$ cat config.mk
export PLATFORM = sky130hd
export DESIGN_NAME = midpoint_ellipse_rasterizer_top
export DESIGN_NICKNAME = d
export VERILOG_FILES = /design/src/sv/emr_pkg.sv /design/src/sv/emr_front.sv /design/src/sv/emr_queue.sv /design/src/sv/emr_mul.sv /design/src/sv/emr_back.sv /design/src/sv/midpoint_ellipse_rasterizer_top.sv
export SDC_FILE = /design/constraint.sdc
export NUM_CORES = 2
export LEC_CHECK = 0
export ABC_AREA = 1
export BUFFER_PORTS_ARGS = -buffer_cell sky130_fd_sc_hd__buf_2
export CELL_PAD_IN_SITES_DETAIL_PLACEMENT = 1
export CELL_PAD_IN_SITES_GLOBAL_PLACEMENT = 2
export CORE_MARGIN = 3
export CORE_UTILIZATION = 38
export CTS_CLUSTER_DIAMETER = 40
export DETAILED_ROUTE_END_ITERATION = 16
export PLACE_DENSITY_LB_ADDON = 0.1
export SLEW_MARGIN = 5
export SYNTH_ARGS = -nofsm -noshare
export SYNTH_HDL_FRONTEND = slang
export SYNTH_SLANG_ARGS = --single-unit
export TNS_END_PERCENT = 100
$ cat constraint.sdc
create_clock -name clk -period 8.5 [get_ports clk]
set_input_delay 0.425 -clock clk [delete_from_list [all_inputs] [get_ports clk]]
set_output_delay 0.425 -clock clk [all_outputs]
set_load 0.02 [all_outputs]
$ cat src/sv/emr_pkg.sv
// Shared types and constants for the midpoint ellipse rasterizer.
// No dependencies; every other file in the block but emr_mul refers to this package by scoped name.
package emr_pkg;

    // default operand widths
    localparam int RADIUS_BITS_DEF = 10;
    localparam int COORD_BITS_DEF  = 12;

    // number of words held between the front and the back
    localparam int QUEUE_DEPTH = 2;

    // command class decoded by the front
    typedef enum logic {
        CMD_START = 1'b0,
        CMD_STEP  = 1'b1
    } cmd_kind_t;

    // drawing phase of the current ellipse
    typedef enum logic [1:0] {
        PH_IDLE,
        PH_ONE,
        PH_TWO
    } phase_t;

    // back-end sequencer states
    typedef enum logic [3:0] {
        BK_IDLE,
        BK_ST1,
        BK_ST2,
        BK_ST3,
        BK_ST4,
        BK_ST5,
        BK_TR1,
        BK_TR2,
        BK_TR3,
        BK_TR4,
        BK_TR5,
        BK_TR6,
        BK_EMIT
    } back_state_t;

endpackage

$ cat src/sv/emr_front.sv
// Front end of the rasterizer: input register stage that decodes the command class.
// Depends on emr_pkg; feeds emr_queue.
module emr_front #(
    parameter int RADIUS_BITS = emr_pkg::RADIUS_BITS_DEF,
    parameter int COORD_BITS  = emr_pkg::COORD_BITS_DEF
) (
    input  logic                                            clk,
    input  logic                                            rst_n,
    input  logic                                            s_valid,
    output logic                                            s_ready,
    input  logic [((2*RADIUS_BITS+2*COORD_BITS+7)/8)*8-1:0] s_data,
    input  logic                                            s_user,
    output logic                                            q_valid,
    input  logic                                            q_ready,
    output logic [2*RADIUS_BITS+2*COORD_BITS:0]             q_entry
);

    localparam int FIELD_W = 2*RADIUS_BITS + 2*COORD_BITS;
    localparam int ENTRY_W = FIELD_W + 1;

    emr_pkg::cmd_kind_t   kind;
    logic [ENTRY_W-1:0]   entry_next;
    logic [ENTRY_W-1:0]   entry_reg;
    logic                 valid_reg;

    // decode the command class and pack the entry, class in bit 0
    always_comb
    begin
        kind       = s_user ? emr_pkg::CMD_STEP : emr_pkg::CMD_START;
        entry_next = {s_data[FIELD_W-1:0], logic'(kind)};
    end

    // stage takes a new word whenever it is empty or draining
    assign s_ready = !valid_reg || q_ready;
    assign q_valid = valid_reg;
    assign q_entry = entry_reg;

    // stage valid flag
    always_ff @(posedge clk or negedge rst_n)
    begin
        if (!rst_n)
        begin
            valid_reg <= 1'b0;
        end
        else if (s_ready)
        begin
            valid_reg <= s_valid;
        end
    end

    // stage payload
    always_ff @(posedge clk)
    begin
        if (s_valid && s_ready)
        begin
            entry_reg <= entry_next;
        end
    end

endmodule

$ cat src/sv/emr_queue.sv
// Short first-in first-out queue that decouples the front end from the back end.
// Depends on emr_pkg for its depth.
module emr_queue #(
    parameter int WIDTH = 8
) (
    input  logic             clk,
    input  logic             rst_n,
    input  logic             in_valid,
    output logic             in_ready,
    input  logic [WIDTH-1:0] in_data,
    output logic             out_valid,
    input  logic             out_ready,
    output logic [WIDTH-1:0] out_data
);

    localparam int DEPTH = emr_pkg::QUEUE_DEPTH;
    localparam int PTR_W = (DEPTH > 1) ? $clog2(DEPTH) : 1;
    localparam int CNT_W = $clog2(DEPTH + 1);

    logic [WIDTH-1:0] mem_reg [DEPTH];
    logic [PTR_W-1:0] wr_ptr_reg;
    logic [PTR_W-1:0] wr_ptr_next;
    logic [PTR_W-1:0] rd_ptr_reg;
    logic [PTR_W-1:0] rd_ptr_next;
    logic [CNT_W-1:0] count_reg;
    logic [CNT_W-1:0] count_next;
    logic             push;
    logic             pop;

    assign in_ready  = (count_reg != CNT_W'(DEPTH));
    assign out_valid = (count_reg != '0);
    assign out_data  = mem_reg[rd_ptr_reg];
    assign push      = in_valid && in_ready;
    assign pop       = out_valid && out_ready;

    // pointer wrap and fill count
    always_comb
    begin
        wr_ptr_next = wr_ptr_reg;
        rd_ptr_next = rd_ptr_reg;
        if (push)
        begin
            wr_ptr_next = (wr_ptr_reg == PTR_W'(DEPTH-1)) ? '0 : wr_ptr_reg + PTR_W'(1);
        end
        if (pop)
        begin
            rd_ptr_next = (rd_ptr_reg == PTR_W'(DEPTH-1)) ? '0 : rd_ptr_reg + PTR_W'(1);
        end
        case ({push, pop})
            2'b10:   count_next = count_reg + CNT_W'(1);
            2'b01:   count_next = count_reg - CNT_W'(1);
            default: count_next = count_reg;
        endcase
    end

    // control registers
    always_ff @(posedge clk or negedge rst_n)
    begin
        if (!rst_n)
        begin
            wr_ptr_reg <= '0;
            rd_ptr_reg <= '0;
            count_reg  <= '0;
        end
        else
        begin
            wr_ptr_reg <= wr_ptr_next;
            rd_ptr_reg <= rd_ptr_next;
            count_reg  <= count_next;
        end
    end

    // storage
    always_ff @(posedge clk)
    begin
        if (push)
        begin
            mem_reg[wr_ptr_reg] <= in_data;
        end
    end

endmodule

$ cat src/sv/emr_mul.sv
// Shared unsigned multiplier with a registered product.
// No dependencies; used by emr_back for squares and decision terms.
module emr_mul #(
    parameter int A_W = 20,
    parameter int B_W = 22
) (
    input  logic               clk,
    input  logic [A_W-1:0]     a,
    input  logic [B_W-1:0]     b,
    output logic [A_W+B_W-1:0] prod
);

    logic [A_W+B_W-1:0] prod_reg;

    // one product per cycle, ready in the cycle after its operands are applied
    always_ff @(posedge clk)
    begin
        prod_reg <= a * b;
    end

    assign prod = prod_reg;

endmodule

$ cat src/sv/emr_back.sv
// Back end of the rasterizer: sequencer that runs start, iteration and transition steps,
// drives the shared multiplier and the output register. Depends on emr_pkg and emr_mul.
module emr_back #(
    parameter int RADIUS_BITS = emr_pkg::RADIUS_BITS_DEF,
    parameter int COORD_BITS  = emr_pkg::COORD_BITS_DEF
) (
    input  logic                                clk,
    input  logic                                rst_n,
    input  logic                                q_valid,
    output logic                                q_ready,
    input  logic [2*RADIUS_BITS+2*COORD_BITS:0] q_entry,
    output logic                                res_valid,
    input  logic                                res_ready,
    output logic [COORD_BITS:0]                 res_x,
    output logic [COORD_BITS:0]                 res_y,
    output logic                                res_last,
    output logic                                res_done
);

    localparam int R      = RADIUS_BITS;
    localparam int C      = COORD_BITS;
    localparam int SQ_W   = 2*R;
    localparam int AX_W   = 3*R;
    localparam int MA_W   = 2*R;
    localparam int MB_W   = 2*R + 2;
    localparam int P_W    = MA_W + MB_W;
    localparam int DEC_W  = 4*R + 8;
    localparam int PT_W   = C + 1;
    localparam int SUM_W  = ((C > R) ? C : R) + 2;
    localparam int RX_LO  = 1;
    localparam int RY_LO  = 1 + R;
    localparam int CX_LO  = 1 + 2*R;
    localparam int CY_LO  = 1 + 2*R + C;

    // queue entry fields
    emr_pkg::cmd_kind_t q_kind;
    logic [R-1:0]       q_rx;
    logic [R-1:0]       q_ry;
    logic [C-1:0]       q_cx;
    logic [C-1:0]       q_cy;

    // sequencer and geometry state
    emr_pkg::back_state_t state_reg, state_next;
    emr_pkg::phase_t      phase_reg, phase_next;
    logic [R-1:0]         x_reg, x_next;
    logic [R-1:0]         y_reg, y_next;
    logic [R-1:0]         rx_reg, rx_next;
    logic [AX_W-1:0]      ax_reg, ax_next;
    logic [AX_W-1:0]      ay_reg, ay_next;
    logic signed [DEC_W-1:0] d_reg, d_next;
    logic [SQ_W-1:0]      rx2_reg, rx2_next;
    logic [SQ_W-1:0]      ry2_reg, ry2_next;
    logic [C-1:0]         cx_reg, cx_next;
    logic [C-1:0]         cy_reg, cy_next;
    logic [1:0]           cnt_reg, cnt_next;
    logic                 single_reg, single_next;
    logic                 fin_reg, fin_next;
    logic                 upd_reg, upd_next;
    logic                 upd_r1_reg, upd_r1_next;
    logic                 upd_a_reg, upd_a_next;
    logic                 upd_b_reg, upd_b_next;

    // output register
    logic                 ov_reg;
    logic [PT_W-1:0]      ox_reg;
    logic [PT_W-1:0]      oy_reg;
    logic                 olast_reg;
    logic                 odone_reg;
    logic                 out_free;
    logic                 out_load;
    logic                 last_now;
    logic                 done_now;

    // multiplier
    logic [MA_W-1:0]      mul_a;
    logic [MB_W-1:0]      mul_b;
    logic [P_W-1:0]       prod;

    // datapath helpers
    logic [AX_W-1:0]         ry2_ax;
    logic [AX_W-1:0]         rx2_ax;
    logic [R:0]              tx;
    logic [R-1:0]            ym1;
    logic signed [DEC_W-1:0] ax8;
    logic signed [DEC_W-1:0] ay8;
    logic signed [DEC_W-1:0] sq4;
    logic signed [DEC_W-1:0] ry2_4;
    logic signed [DEC_W-1:0] rx2_d;
    logic signed [DEC_W-1:0] prod_d;
    logic signed [DEC_W-1:0] prod4;
    logic signed [DEC_W-1:0] d_upd;
    logic                    d_neg;
    logic signed [SUM_W-1:0] cx_ext;
    logic signed [SUM_W-1:0] cy_ext;
    logic signed [SUM_W-1:0] xo_ext;
    logic signed [SUM_W-1:0] yo_ext;
    logic signed [SUM_W-1:0] pt_x;
    logic signed [SUM_W-1:0] pt_y;

    assign q_kind = emr_pkg::cmd_kind_t'(q_entry[0]);
    assign q_rx   = q_entry[RX_LO +: R];
    assign q_ry   = q_entry[RY_LO +: R];
    assign q_cx   = q_entry[CX_LO +: C];
    assign q_cy   = q_entry[CY_LO +: C];

    assign q_ready = (state_reg == emr_pkg::BK_IDLE);

    emr_mul #(
        .A_W (MA_W),
        .B_W (MB_W)
    ) u_mul (
        .clk  (clk),
        .a    (mul_a),
        .b    (mul_b),
        .prod (prod)
    );

    // operand extensions and the pending decision update
    always_comb
    begin
        ry2_ax = {{(AX_W-SQ_W){1'b0}}, ry2_reg};
        rx2_ax = {{(AX_W-SQ_W){1'b0}}, rx2_reg};
        tx     = {x_reg, 1'b1};
        ym1    = (y_reg == '0) ? R'(1) : y_reg - R'(1);
        ax8    = {{(DEC_W-AX_W-3){1'b0}}, ax_reg, 3'b000};
        ay8    = {{(DEC_W-AX_W-3){1'b0}}, ay_reg, 3'b000};
        sq4    = {{(DEC_W-SQ_W-2){1'b0}}, (upd_r1_reg ? ry2_reg : rx2_reg), 2'b00};
        ry2_4  = {{(DEC_W-SQ_W-2){1'b0}}, ry2_reg, 2'b00};
        rx2_d  = {{(DEC_W-SQ_W){1'b0}}, rx2_reg};
        prod_d = {{(DEC_W-P_W){1'b0}}, prod};
        prod4  = {{(DEC_W-P_W-2){1'b0}}, prod, 2'b00};
        d_upd  = d_reg + (upd_a_reg ? ax8 : '0) + sq4 - (upd_b_reg ? ay8 : '0);
        d_neg  = d_reg[DEC_W-1];
    end

    // mirrored point: count bit 0 flips x, bit 1 flips y
    always_comb
    begin
        cx_ext   = {{(SUM_W-C){cx_reg[C-1]}}, cx_reg};
        cy_ext   = {{(SUM_W-C){cy_reg[C-1]}}, cy_reg};
        xo_ext   = {{(SUM_W-R){1'b0}}, x_reg};
        yo_ext   = {{(SUM_W-R){1'b0}}, y_reg};
        pt_x     = cnt_reg[0] ? cx_ext - xo_ext : cx_ext + xo_ext;
        pt_y     = cnt_reg[1] ? cy_ext - yo_ext : cy_ext + yo_ext;
        last_now = single_reg || (cnt_reg == 2'd3);
        done_now = last_now && fin_reg;
        out_free = !ov_reg || res_ready;
    end

    // sequencer next state
    always_comb
    begin
        state_next  = state_reg;
        phase_next  = phase_reg;
        x_next      = x_reg;
        y_next      = y_reg;
        rx_next     = rx_reg;
        ax_next     = ax_reg;
        ay_next     = ay_reg;
        d_next      = d_reg;
        rx2_next    = rx2_reg;
        ry2_next    = ry2_reg;
        cx_next     = cx_reg;
        cy_next     = cy_reg;
        cnt_next    = cnt_reg;
        single_next = single_reg;
        fin_next    = fin_reg;
        upd_next    = upd_reg;
        upd_r1_next = upd_r1_reg;
        upd_a_next  = upd_a_reg;
        upd_b_next  = upd_b_reg;
        mul_a       = '0;
        mul_b       = '0;
        out_load    = 1'b0;
        case (state_reg)
            emr_pkg::BK_IDLE:
            begin
                if (q_valid)
                begin
                    if (q_kind == emr_pkg::CMD_START)
                    begin
                        // latch operands, squares follow on the multiplier
                        rx_next    = q_rx;
                        x_next     = '0;
                        y_next     = q_ry;
                        ax_next    = '0;
                        cx_next    = q_cx;
                        cy_next    = q_cy;
                        phase_next = emr_pkg::PH_ONE;
                        state_next = emr_pkg::BK_ST1;
                    end
                    else
                    begin
                        case (phase_reg)
                            emr_pkg::PH_ONE:
                            begin
                                if (ax_reg < ay_reg)
                                begin
                                    // region one step
                                    x_next  = x_reg + R'(1);
                                    ax_next = ax_reg + ry2_ax;
                                    if (!d_neg)
                                    begin
                                        y_next  = y_reg - R'(1);
                                        ay_next = ay_reg - rx2_ax;
                                    end
                                    upd_next    = 1'b1;
                                    upd_r1_next = 1'b1;
                                    upd_a_next  = 1'b1;
                                    upd_b_next  = !d_neg;
                                    single_next = 1'b0;
                                    fin_next    = 1'b0;
                                    cnt_next    = 2'd0;
                                    state_next  = emr_pkg::BK_EMIT;
                                end
                                else
                                begin
                                    state_next = emr_pkg::BK_TR1;
                                end
                            end
                            emr_pkg::PH_TWO:
                            begin
                                if (y_reg != '0)
                                begin
                                    // region two step
                                    y_next  = y_reg - R'(1);
                                    ay_next = ay_reg - rx2_ax;
                                    if (d_neg || d_reg == '0)
                                    begin
                                        x_next  = x_reg + R'(1);
                                        ax_next = ax_reg + ry2_ax;
                                    end
                                    upd_next    = 1'b1;
                                    upd_r1_next = 1'b0;
                                    upd_a_next  = d_neg || (d_reg == '0);
                                    upd_b_next  = 1'b1;
                                    single_next = 1'b0;
                                    fin_next    = (y_reg == R'(1));
                                    if (y_reg == R'(1))
                                    begin
                                        phase_next = emr_pkg::PH_IDLE;
                                    end
                                    cnt_next    = 2'd0;
                                    state_next  = emr_pkg::BK_EMIT;
                                end
                                else
                                begin
                                    phase_next = emr_pkg::PH_IDLE;
                                end
                            end
                            default:
                            begin
                                // nothing to draw
                            end
                        endcase
                    end
                end
            end
            emr_pkg::BK_ST1:
            begin
                mul_a      = MA_W'(rx_reg);
                mul_b      = MB_W'(rx_reg);
                state_next = emr_pkg::BK_ST2;
            end
            emr_pkg::BK_ST2:
            begin
                rx2_next   = prod[SQ_W-1:0];
                mul_a      = MA_W'(y_reg);
                mul_b      = MB_W'(y_reg);
                state_next = emr_pkg::BK_ST3;
            end
            emr_pkg::BK_ST3:
            begin
                ry2_next   = prod[SQ_W-1:0];
                d_next     = rx2_d;
                mul_a      = rx2_reg;
                mul_b      = MB_W'(y_reg);
                state_next = emr_pkg::BK_ST4;
            end
            emr_pkg::BK_ST4:
            begin
                // rx2*ry is also the initial rx2*y
                ay_next    = prod[AX_W-1:0];
                d_next     = d_reg - prod4;
                state_next = emr_pkg::BK_ST5;
            end
            emr_pkg::BK_ST5:
            begin
                d_next      = d_reg + ry2_4;
                upd_next    = 1'b0;
                single_next = 1'b1;
                fin_next    = 1'b0;
                cnt_next    = 2'd0;
                state_next  = emr_pkg::BK_EMIT;
            end
            emr_pkg::BK_TR1:
            begin
                mul_a      = MA_W'(tx);
                mul_b      = MB_W'(tx);
                state_next = emr_pkg::BK_TR2;
            end
            emr_pkg::BK_TR2:
            begin
                mul_a      = ry2_reg;
                mul_b      = prod[MB_W-1:0];
                state_next = emr_pkg::BK_TR3;
            end
            emr_pkg::BK_TR3:
            begin
                d_next     = prod_d;
                mul_a      = MA_W'(ym1);
                mul_b      = MB_W'(ym1);
                state_next = emr_pkg::BK_TR4;
            end
            emr_pkg::BK_TR4:
            begin
                mul_a      = rx2_reg;
                mul_b      = prod[MB_W-1:0];
                state_next = emr_pkg::BK_TR5;
            end
            emr_pkg::BK_TR5:
            begin
                d_next     = d_reg + prod4;
                mul_a      = rx2_reg;
                mul_b      = MB_W'(ry2_reg);
                state_next = emr_pkg::BK_TR6;
            end
            emr_pkg::BK_TR6:
            begin
                // region two decision ready, one unmirrored point
                d_next      = d_reg - prod4;
                fin_next    = (y_reg == '0);
                phase_next  = (y_reg == '0) ? emr_pkg::PH_IDLE : emr_pkg::PH_TWO;
                upd_next    = 1'b0;
                single_next = 1'b1;
                cnt_next    = 2'd0;
                state_next  = emr_pkg::BK_EMIT;
            end
            emr_pkg::BK_EMIT:
            begin
                if (upd_reg)
                begin
                    d_next   = d_upd;
                    upd_next = 1'b0;
                end
                if (out_free)
                begin
                    out_load = 1'b1;
                    cnt_next = cnt_reg + 2'd1;
                    if (last_now)
                    begin
                        state_next = emr_pkg::BK_IDLE;
                    end
                end
            end
            default:
            begin
                state_next = emr_pkg::BK_IDLE;
            end
        endcase
    end

    // sequencer and geometry registers
    always_ff @(posedge clk or negedge rst_n)
    begin
        if (!rst_n)
        begin
            state_reg  <= emr_pkg::BK_IDLE;
            phase_reg  <= emr_pkg::PH_IDLE;
            x_reg      <= '0;
            y_reg      <= '0;
            rx_reg     <= '0;
            ax_reg     <= '0;
            ay_reg     <= '0;
            d_reg      <= '0;
            rx2_reg    <= '0;
            ry2_reg    <= '0;
            cx_reg     <= '0;
            cy_reg     <= '0;
            cnt_reg    <= '0;
            single_reg <= 1'b0;
            fin_reg    <= 1'b0;
            upd_reg    <= 1'b0;
            upd_r1_reg <= 1'b0;
            upd_a_reg  <= 1'b0;
            upd_b_reg  <= 1'b0;
        end
        else
        begin
            state_reg  <= state_next;
            phase_reg  <= phase_next;
            x_reg      <= x_next;
            y_reg      <= y_next;
            rx_reg     <= rx_next;
            ax_reg     <= ax_next;
            ay_reg     <= ay_next;
            d_reg      <= d_next;
            rx2_reg    <= rx2_next;
            ry2_reg    <= ry2_next;
            cx_reg     <= cx_next;
            cy_reg     <= cy_next;
            cnt_reg    <= cnt_next;
            single_reg <= single_next;
            fin_reg    <= fin_next;
            upd_reg    <= upd_next;
            upd_r1_reg <= upd_r1_next;
            upd_a_reg  <= upd_a_next;
            upd_b_reg  <= upd_b_next;
        end
    end

    // output word valid
    always_ff @(posedge clk or negedge rst_n)
    begin
        if (!rst_n)
        begin
            ov_reg <= 1'b0;
        end
        else if (out_free)
        begin
            ov_reg <= out_load;
        end
    end

    // output word payload
    always_ff @(posedge clk)
    begin
        if (out_load)
        begin
            ox_reg    <= pt_x[PT_W-1:0];
            oy_reg    <= pt_y[PT_W-1:0];
            olast_reg <= last_now;
            odone_reg <= done_now;
        end
    end

    assign res_valid = ov_reg;
    assign res_x     = ox_reg;
    assign res_y     = oy_reg;
    assign res_last  = olast_reg;
    assign res_done  = odone_reg;

    // a step that does nothing leaves the decision alone
    a_idle_keeps_decision: assert property (@(posedge clk) disable iff (!rst_n)
        (state_reg == emr_pkg::BK_IDLE && $past(state_reg) == emr_pkg::BK_IDLE)
        |-> $stable(d_reg))
        else $error("decision changed while the sequencer stayed idle");

    // coordinates hold while a point group goes out
    a_emit_holds_coords: assert property (@(posedge clk) disable iff (!rst_n)
        (state_reg == emr_pkg::BK_EMIT && $past(state_reg) == emr_pkg::BK_EMIT)
        |-> ($stable(x_reg) && $stable(y_reg)))
        else $error("offsets moved during point output");

    // the completion flag only goes out once the ellipse is closed
    a_done_means_idle: assert property (@(posedge clk) disable iff (!rst_n)
        (state_reg == emr_pkg::BK_EMIT && out_load && done_now)
        |-> (phase_reg == emr_pkg::PH_IDLE))
        else $error("done flagged while the ellipse is still open");

    // a single point group keeps its count at zero while it is emitted
    a_single_one_word: assert property (@(posedge clk) disable iff (!rst_n)
        (state_reg == emr_pkg::BK_EMIT && single_reg) |-> (cnt_reg == 2'd0))
        else $error("single point group emitted more than one word");

endmodule

$ cat src/sv/midpoint_ellipse_rasterizer_top.sv
// Top level of the midpoint ellipse rasterizer: front stage, queue and back-end sequencer.
// Depends on emr_pkg, emr_front, emr_queue, emr_mul and emr_back.
//
// A start word (tuser low) loads radii and centre and produces the top point of the ellipse;
// each advance word (tuser high) runs one midpoint iteration and produces four mirrored
// points, or the single transition point where region one ends; advance words after the
// ellipse is done produce nothing. Input words pass a register stage and a two-word queue,
// so the input side keeps accepting while the back end works. An advance word is dispatched
// from idle, then its points go out one per cycle through the output register while the
// output side is ready; a start runs BK_ST1 to BK_ST5 and a transition BK_TR1 to BK_TR6,
// with their passes through the single shared radius-squared by (2*RADIUS_BITS+2)-bit
// multiplier. Output stalls hold the sequencer in BK_EMIT. tlast marks the last point of
// each input word and tuser marks the point that completes the ellipse.
module midpoint_ellipse_rasterizer_top #(
    parameter int RADIUS_BITS = emr_pkg::RADIUS_BITS_DEF,
    parameter int COORD_BITS  = emr_pkg::COORD_BITS_DEF
) (
    input  logic                                            clk,
    input  logic                                            rst_n,
    input  logic                                            s_axis_tvalid,
    output logic                                            s_axis_tready,
    // radius_x, radius_y, centre_x, centre_y from bit 0 up, zero padded
    input  logic [((2*RADIUS_BITS+2*COORD_BITS+7)/8)*8-1:0] s_axis_tdata,
    // action
    input  logic                                            s_axis_tuser,
    output logic                                            m_axis_tvalid,
    input  logic                                            m_axis_tready,
    // point_x, point_y from bit 0 up, zero padded
    output logic [((2*COORD_BITS+2+7)/8)*8-1:0]             m_axis_tdata,
    output logic                                            m_axis_tlast,
    // done_res
    output logic                                            m_axis_tuser
);

    localparam int ENTRY_W = 2*RADIUS_BITS + 2*COORD_BITS + 1;
    localparam int OUT_W   = ((2*COORD_BITS+2+7)/8)*8;

    logic               fq_valid;
    logic               fq_ready;
    logic [ENTRY_W-1:0] fq_entry;
    logic               qb_valid;
    logic               qb_ready;
    logic [ENTRY_W-1:0] qb_entry;
    logic [COORD_BITS:0] point_x;
    logic [COORD_BITS:0] point_y;

    // input stage
    emr_front #(
        .RADIUS_BITS (RADIUS_BITS),
        .COORD_BITS  (COORD_BITS)
    ) u_front (
        .clk     (clk),
        .rst_n   (rst_n),
        .s_valid (s_axis_tvalid),
        .s_ready (s_axis_tready),
        .s_data  (s_axis_tdata),
        .s_user  (s_axis_tuser),
        .q_valid (fq_valid),
        .q_ready (fq_ready),
        .q_entry (fq_entry)
    );

    // decoupling queue
    emr_queue #(
        .WIDTH (ENTRY_W)
    ) u_queue (
        .clk       (clk),
        .rst_n     (rst_n),
        .in_valid  (fq_valid),
        .in_ready  (fq_ready),
        .in_data   (fq_entry),
        .out_valid (qb_valid),
        .out_ready (qb_ready),
        .out_data  (qb_entry)
    );

    // sequencer and output register
    emr_back #(
        .RADIUS_BITS (RADIUS_BITS),
        .COORD_BITS  (COORD_BITS)
    ) u_back (
        .clk       (clk),
        .rst_n     (rst_n),
        .q_valid   (qb_valid),
        .q_ready   (qb_ready),
        .q_entry   (qb_entry),
        .res_valid (m_axis_tvalid),
        .res_ready (m_axis_tready),
        .res_x     (point_x),
        .res_y     (point_y),
        .res_last  (m_axis_tlast),
        .res_done  (m_axis_tuser)
    );

    // pack the output word
    assign m_axis_tdata = OUT_W'({point_y, point_x});

endmodule

==> impl_results.md <==
* Antenna-violating nets left at 0
* Post-synthesis sequential area ratio at 23.05%
* TritonCTS clock tree: done
* Total GRT Usage at 31.30%
* Synth Cell Area at 48990 um^2
* Final worst-path cycle share at 95.81%
* Crit path max-delay family: adder cells
* Clk sinks at 427
* Flops & latches, synth at 427
* Clk_lat worst skew at 0.70 ns
* Setup WS pre-CTS at 0.1294 ns
* Instance count of the mapped netlist at 6856
* Netlist cell types at 60
* Max reg flops at 90
* Max stage delay cell, worst path: fa_1
* CTS max path bufs at 3
* Nets@finish at 7875
* Max_cap viols at 0
* CP max FO at 11
* Antenna violations before repair at 2
* Critical Path Sink Type: flop
* Inserted Clock Buffers at 88
* Final Max Tran Viols at 0
* IO Pins at 89
* Peak Freq at 122.8 MHz
* Wirelength per Cell at 23.66 um
* Reg2reg start: u_back.y_reg[1]
* Routability cong. at 0.9352
* Port-buffer cells at 78
* Final min period at 8.144 ns
* Die footprint at 133300 um^2
* Clk root buf: clkbuf_16
* RSZ-0062 raised after global routing: false
* EDFF count, synth at 163
* H-Tree Depth at 3
* Synth Area per Inst at 7.145 um^2
* Min-Delay Startpoint: s_axis_tvalid
* Via-to-Cell Ratio at 5.280
* Vias in the first global route at 48860
* WHS Path Cells at 3
* Critical path's most frequent cell: inv_1
* DR iter-0 viols at 3030
* Most used DFF post-synth: dfrtp_1
* Standard-cell row count at 131
* Fin Setup TNS at 0 ns
* Fin Clk Skew at 0.06894 ns
* Post-synth ARST share at 51.99%
* Endpoints failing hold at 0
* Initial Util at 38.32%
* Largest net degree at the start of global routing at 69
* Slack of the critical path at 0.3562 ns
* Status: completed
* R2r endpoint: u_back.u_mul.prod[33]
* Post-synthesis to final-layout area growth at 13.10%
* Via count at 46290
* Crit path DAT at 8.67 ns
* Share of cells above drive strength 1 at 6.729%
* Chip height at 365.1 um
* Worst reg2reg path depth at 36
* Yosys warning count at 0
* Final setup fails at 0
* Worst hold path type: input pin to flop
* Critical Path Start Type: flop
* Horiz. Die Dim at 365.1 um
* First-pass GRT wire length at 311400 um
* Drt drc at 0
* CP Buf/Inv Count at 12
* GR Overflow Total at 0
* Clock-pin slew on the worst setup and hold paths at 0.05 ns
* Setup CP Type: flop to flop
* Hold Crit Endpoint: u_front.q_valid
* Core Box Area at 127800 um^2
* CP peak stage delay at 0.61 ns
* Worst-Margin Slew at 1.187 ns
* HPWL Detailed at 171500 um
* Drt pass-1 iters at 6
* CP Data Required Time at 9.03 ns
* Headroom to the max-slew limit at 20.06%
* Drt total wl at 207400 um
* R2R Setup Slk at 0.36 ns
-- through the flow --
step	cell area [um^2]	instances	hold WS, ns	util, %
3_3_place_gp	51670	8551	0.4145	40.42
3_5_place_dp	51670	8551	0.4202	40.42
2_1_floorplan	49010	6861	0.1294	-
6_report	55410	8767	0.09018	43.34
4_1_cts	55260	8760	0.06639	43.22
5_1_grt	55400	8766	0.1023	43.34
-- metal layers --
layer | share of wire [%] | GRT usage (%) | routed length, um
met5 | 0 | 0 | 0
met4 | 3.8 | 10.50 | 7872
met3 | 3.8 | 3.271 | 7960
met2 | 48 | 53.45 | 98590
met1 | 45 | 41.44 | 92990
-- worst max path at each step --
stage	start	to	slack, ns	depth (start not counted)
after detailed placement	u_back.state_reg[3]	u_back.u_mul.prod[38]	0.13	28
after global routing	u_back.y_reg[1]	u_back.u_mul.prod[33]	0.004	32
after global placement	u_back.state_reg[3]	u_back.u_mul.prod[38]	0.34	28
final	u_back.y_reg[1]	u_back.u_mul.prod[33]	0.36	36
after floorplan	u_back.y_reg[0]	u_back.u_mul.prod[27]	1.21	37
after CTS	u_back.state_reg[3]	u_back.u_mul.prod[38]	0.06	28
-- cell usage after synthesis, drive strengths merged, types with 8 or more instances --
library cell,count,area [um^2]
o31ai,10,75.07
o211ai,17,127.6
nand3b,19,142.6
o21a,10,75.07
a21o,13,97.59
a31oi,54,337.8
nor4,19,118.9
dfxtp,42,840.8
a21oi,282,1423
nand3,332,1662
xnor2,33,289.0
buf,92,471.7
a22oi,8,60.06
clkbuf,73,274.0
inv,1324,4970
xor2,106,928.4
o2111ai,8,70.07
o22ai,39,275.3
nand2,1909,7203
o21bai,33,247.7
ha,380,4755
edfxtp,163,4895
dfrtp,222,5555
or2,36,225.2
a21boi,11,82.58
nor2,665,2584
o21ai,369,1851
nor3,60,337.8
nand4,63,394.1
fa,411,8228
-- cells by family (layout without fill, tap and decap cells) --
kind of cell | count (synthesis) | after routing | synth area share [%]
AOI/OAI and AO/OA | 884 | 884 | 10.18
xor gates and xnor gates | 139 | 139 | 2.485
adders and majority gates | 791 | 791 | 26.50
buffers and inverters | 1496 | 1739 | 11.72
DFF | 427 | 427 | 23.05
other | 1 | 7 | 0.007655
and+or+nand+nor | 3118 | 3118 | 26.05
-- cell usage in the layout (no fill, tap or decap), types with 63 or more instances in the layout --
master and n:
buf_4 121, buf_2 77, clkbuf_16 89, nand3_1 332, a21oi_1 279, dfrtp_1 220, xor2_1 106, inv_1 1299
edfxtp_1 163, o21ai_0 352, nor2_1 645, nand2_1 1897, nand4_1 63, ha_1 380, fa_1 411
-- what timing repair did --
action / CTS / global route
hold buffers: 46 / 0
endpoints found under the hold margin: 103 / 0
gates resized for setup: 0 / 32
setup buffers: 0 / 6
endpoints found under the setup margin: 0 / 23
-- area by class of cell --
type	count	area [um^2]
Tap cell	1662	2079
Clock buffer	102	2336
Multi-Input combinational cell	4938	32120
Antenna cell	1	2.502
Clock inverter	61	789.5
Timing Repair Buffer	245	1769
Fill cell	16060	72440
Sequential cell	427	11290
Inverter	1331	5016
-- worst reg2reg max path, delay by kind of cell, from the launching register on --
| family | cells | cell delay, ns |
|---|---|---|
| buffers and inverters | 12 | 1.29 |
| xor gates and xnor gates | 1 | 0.15 |
| AOI/OAI and AO/OA | 4 | 0.86 |
| DFF | 1 | 0.39 |
| and+or+nand+nor | 10 | 1.01 |
| adders and majority gates | 9 | 4.26 |
Power is not shown: default switching activity piles up to over one toggle a cycle in this logic, so the estimate is an artifact.
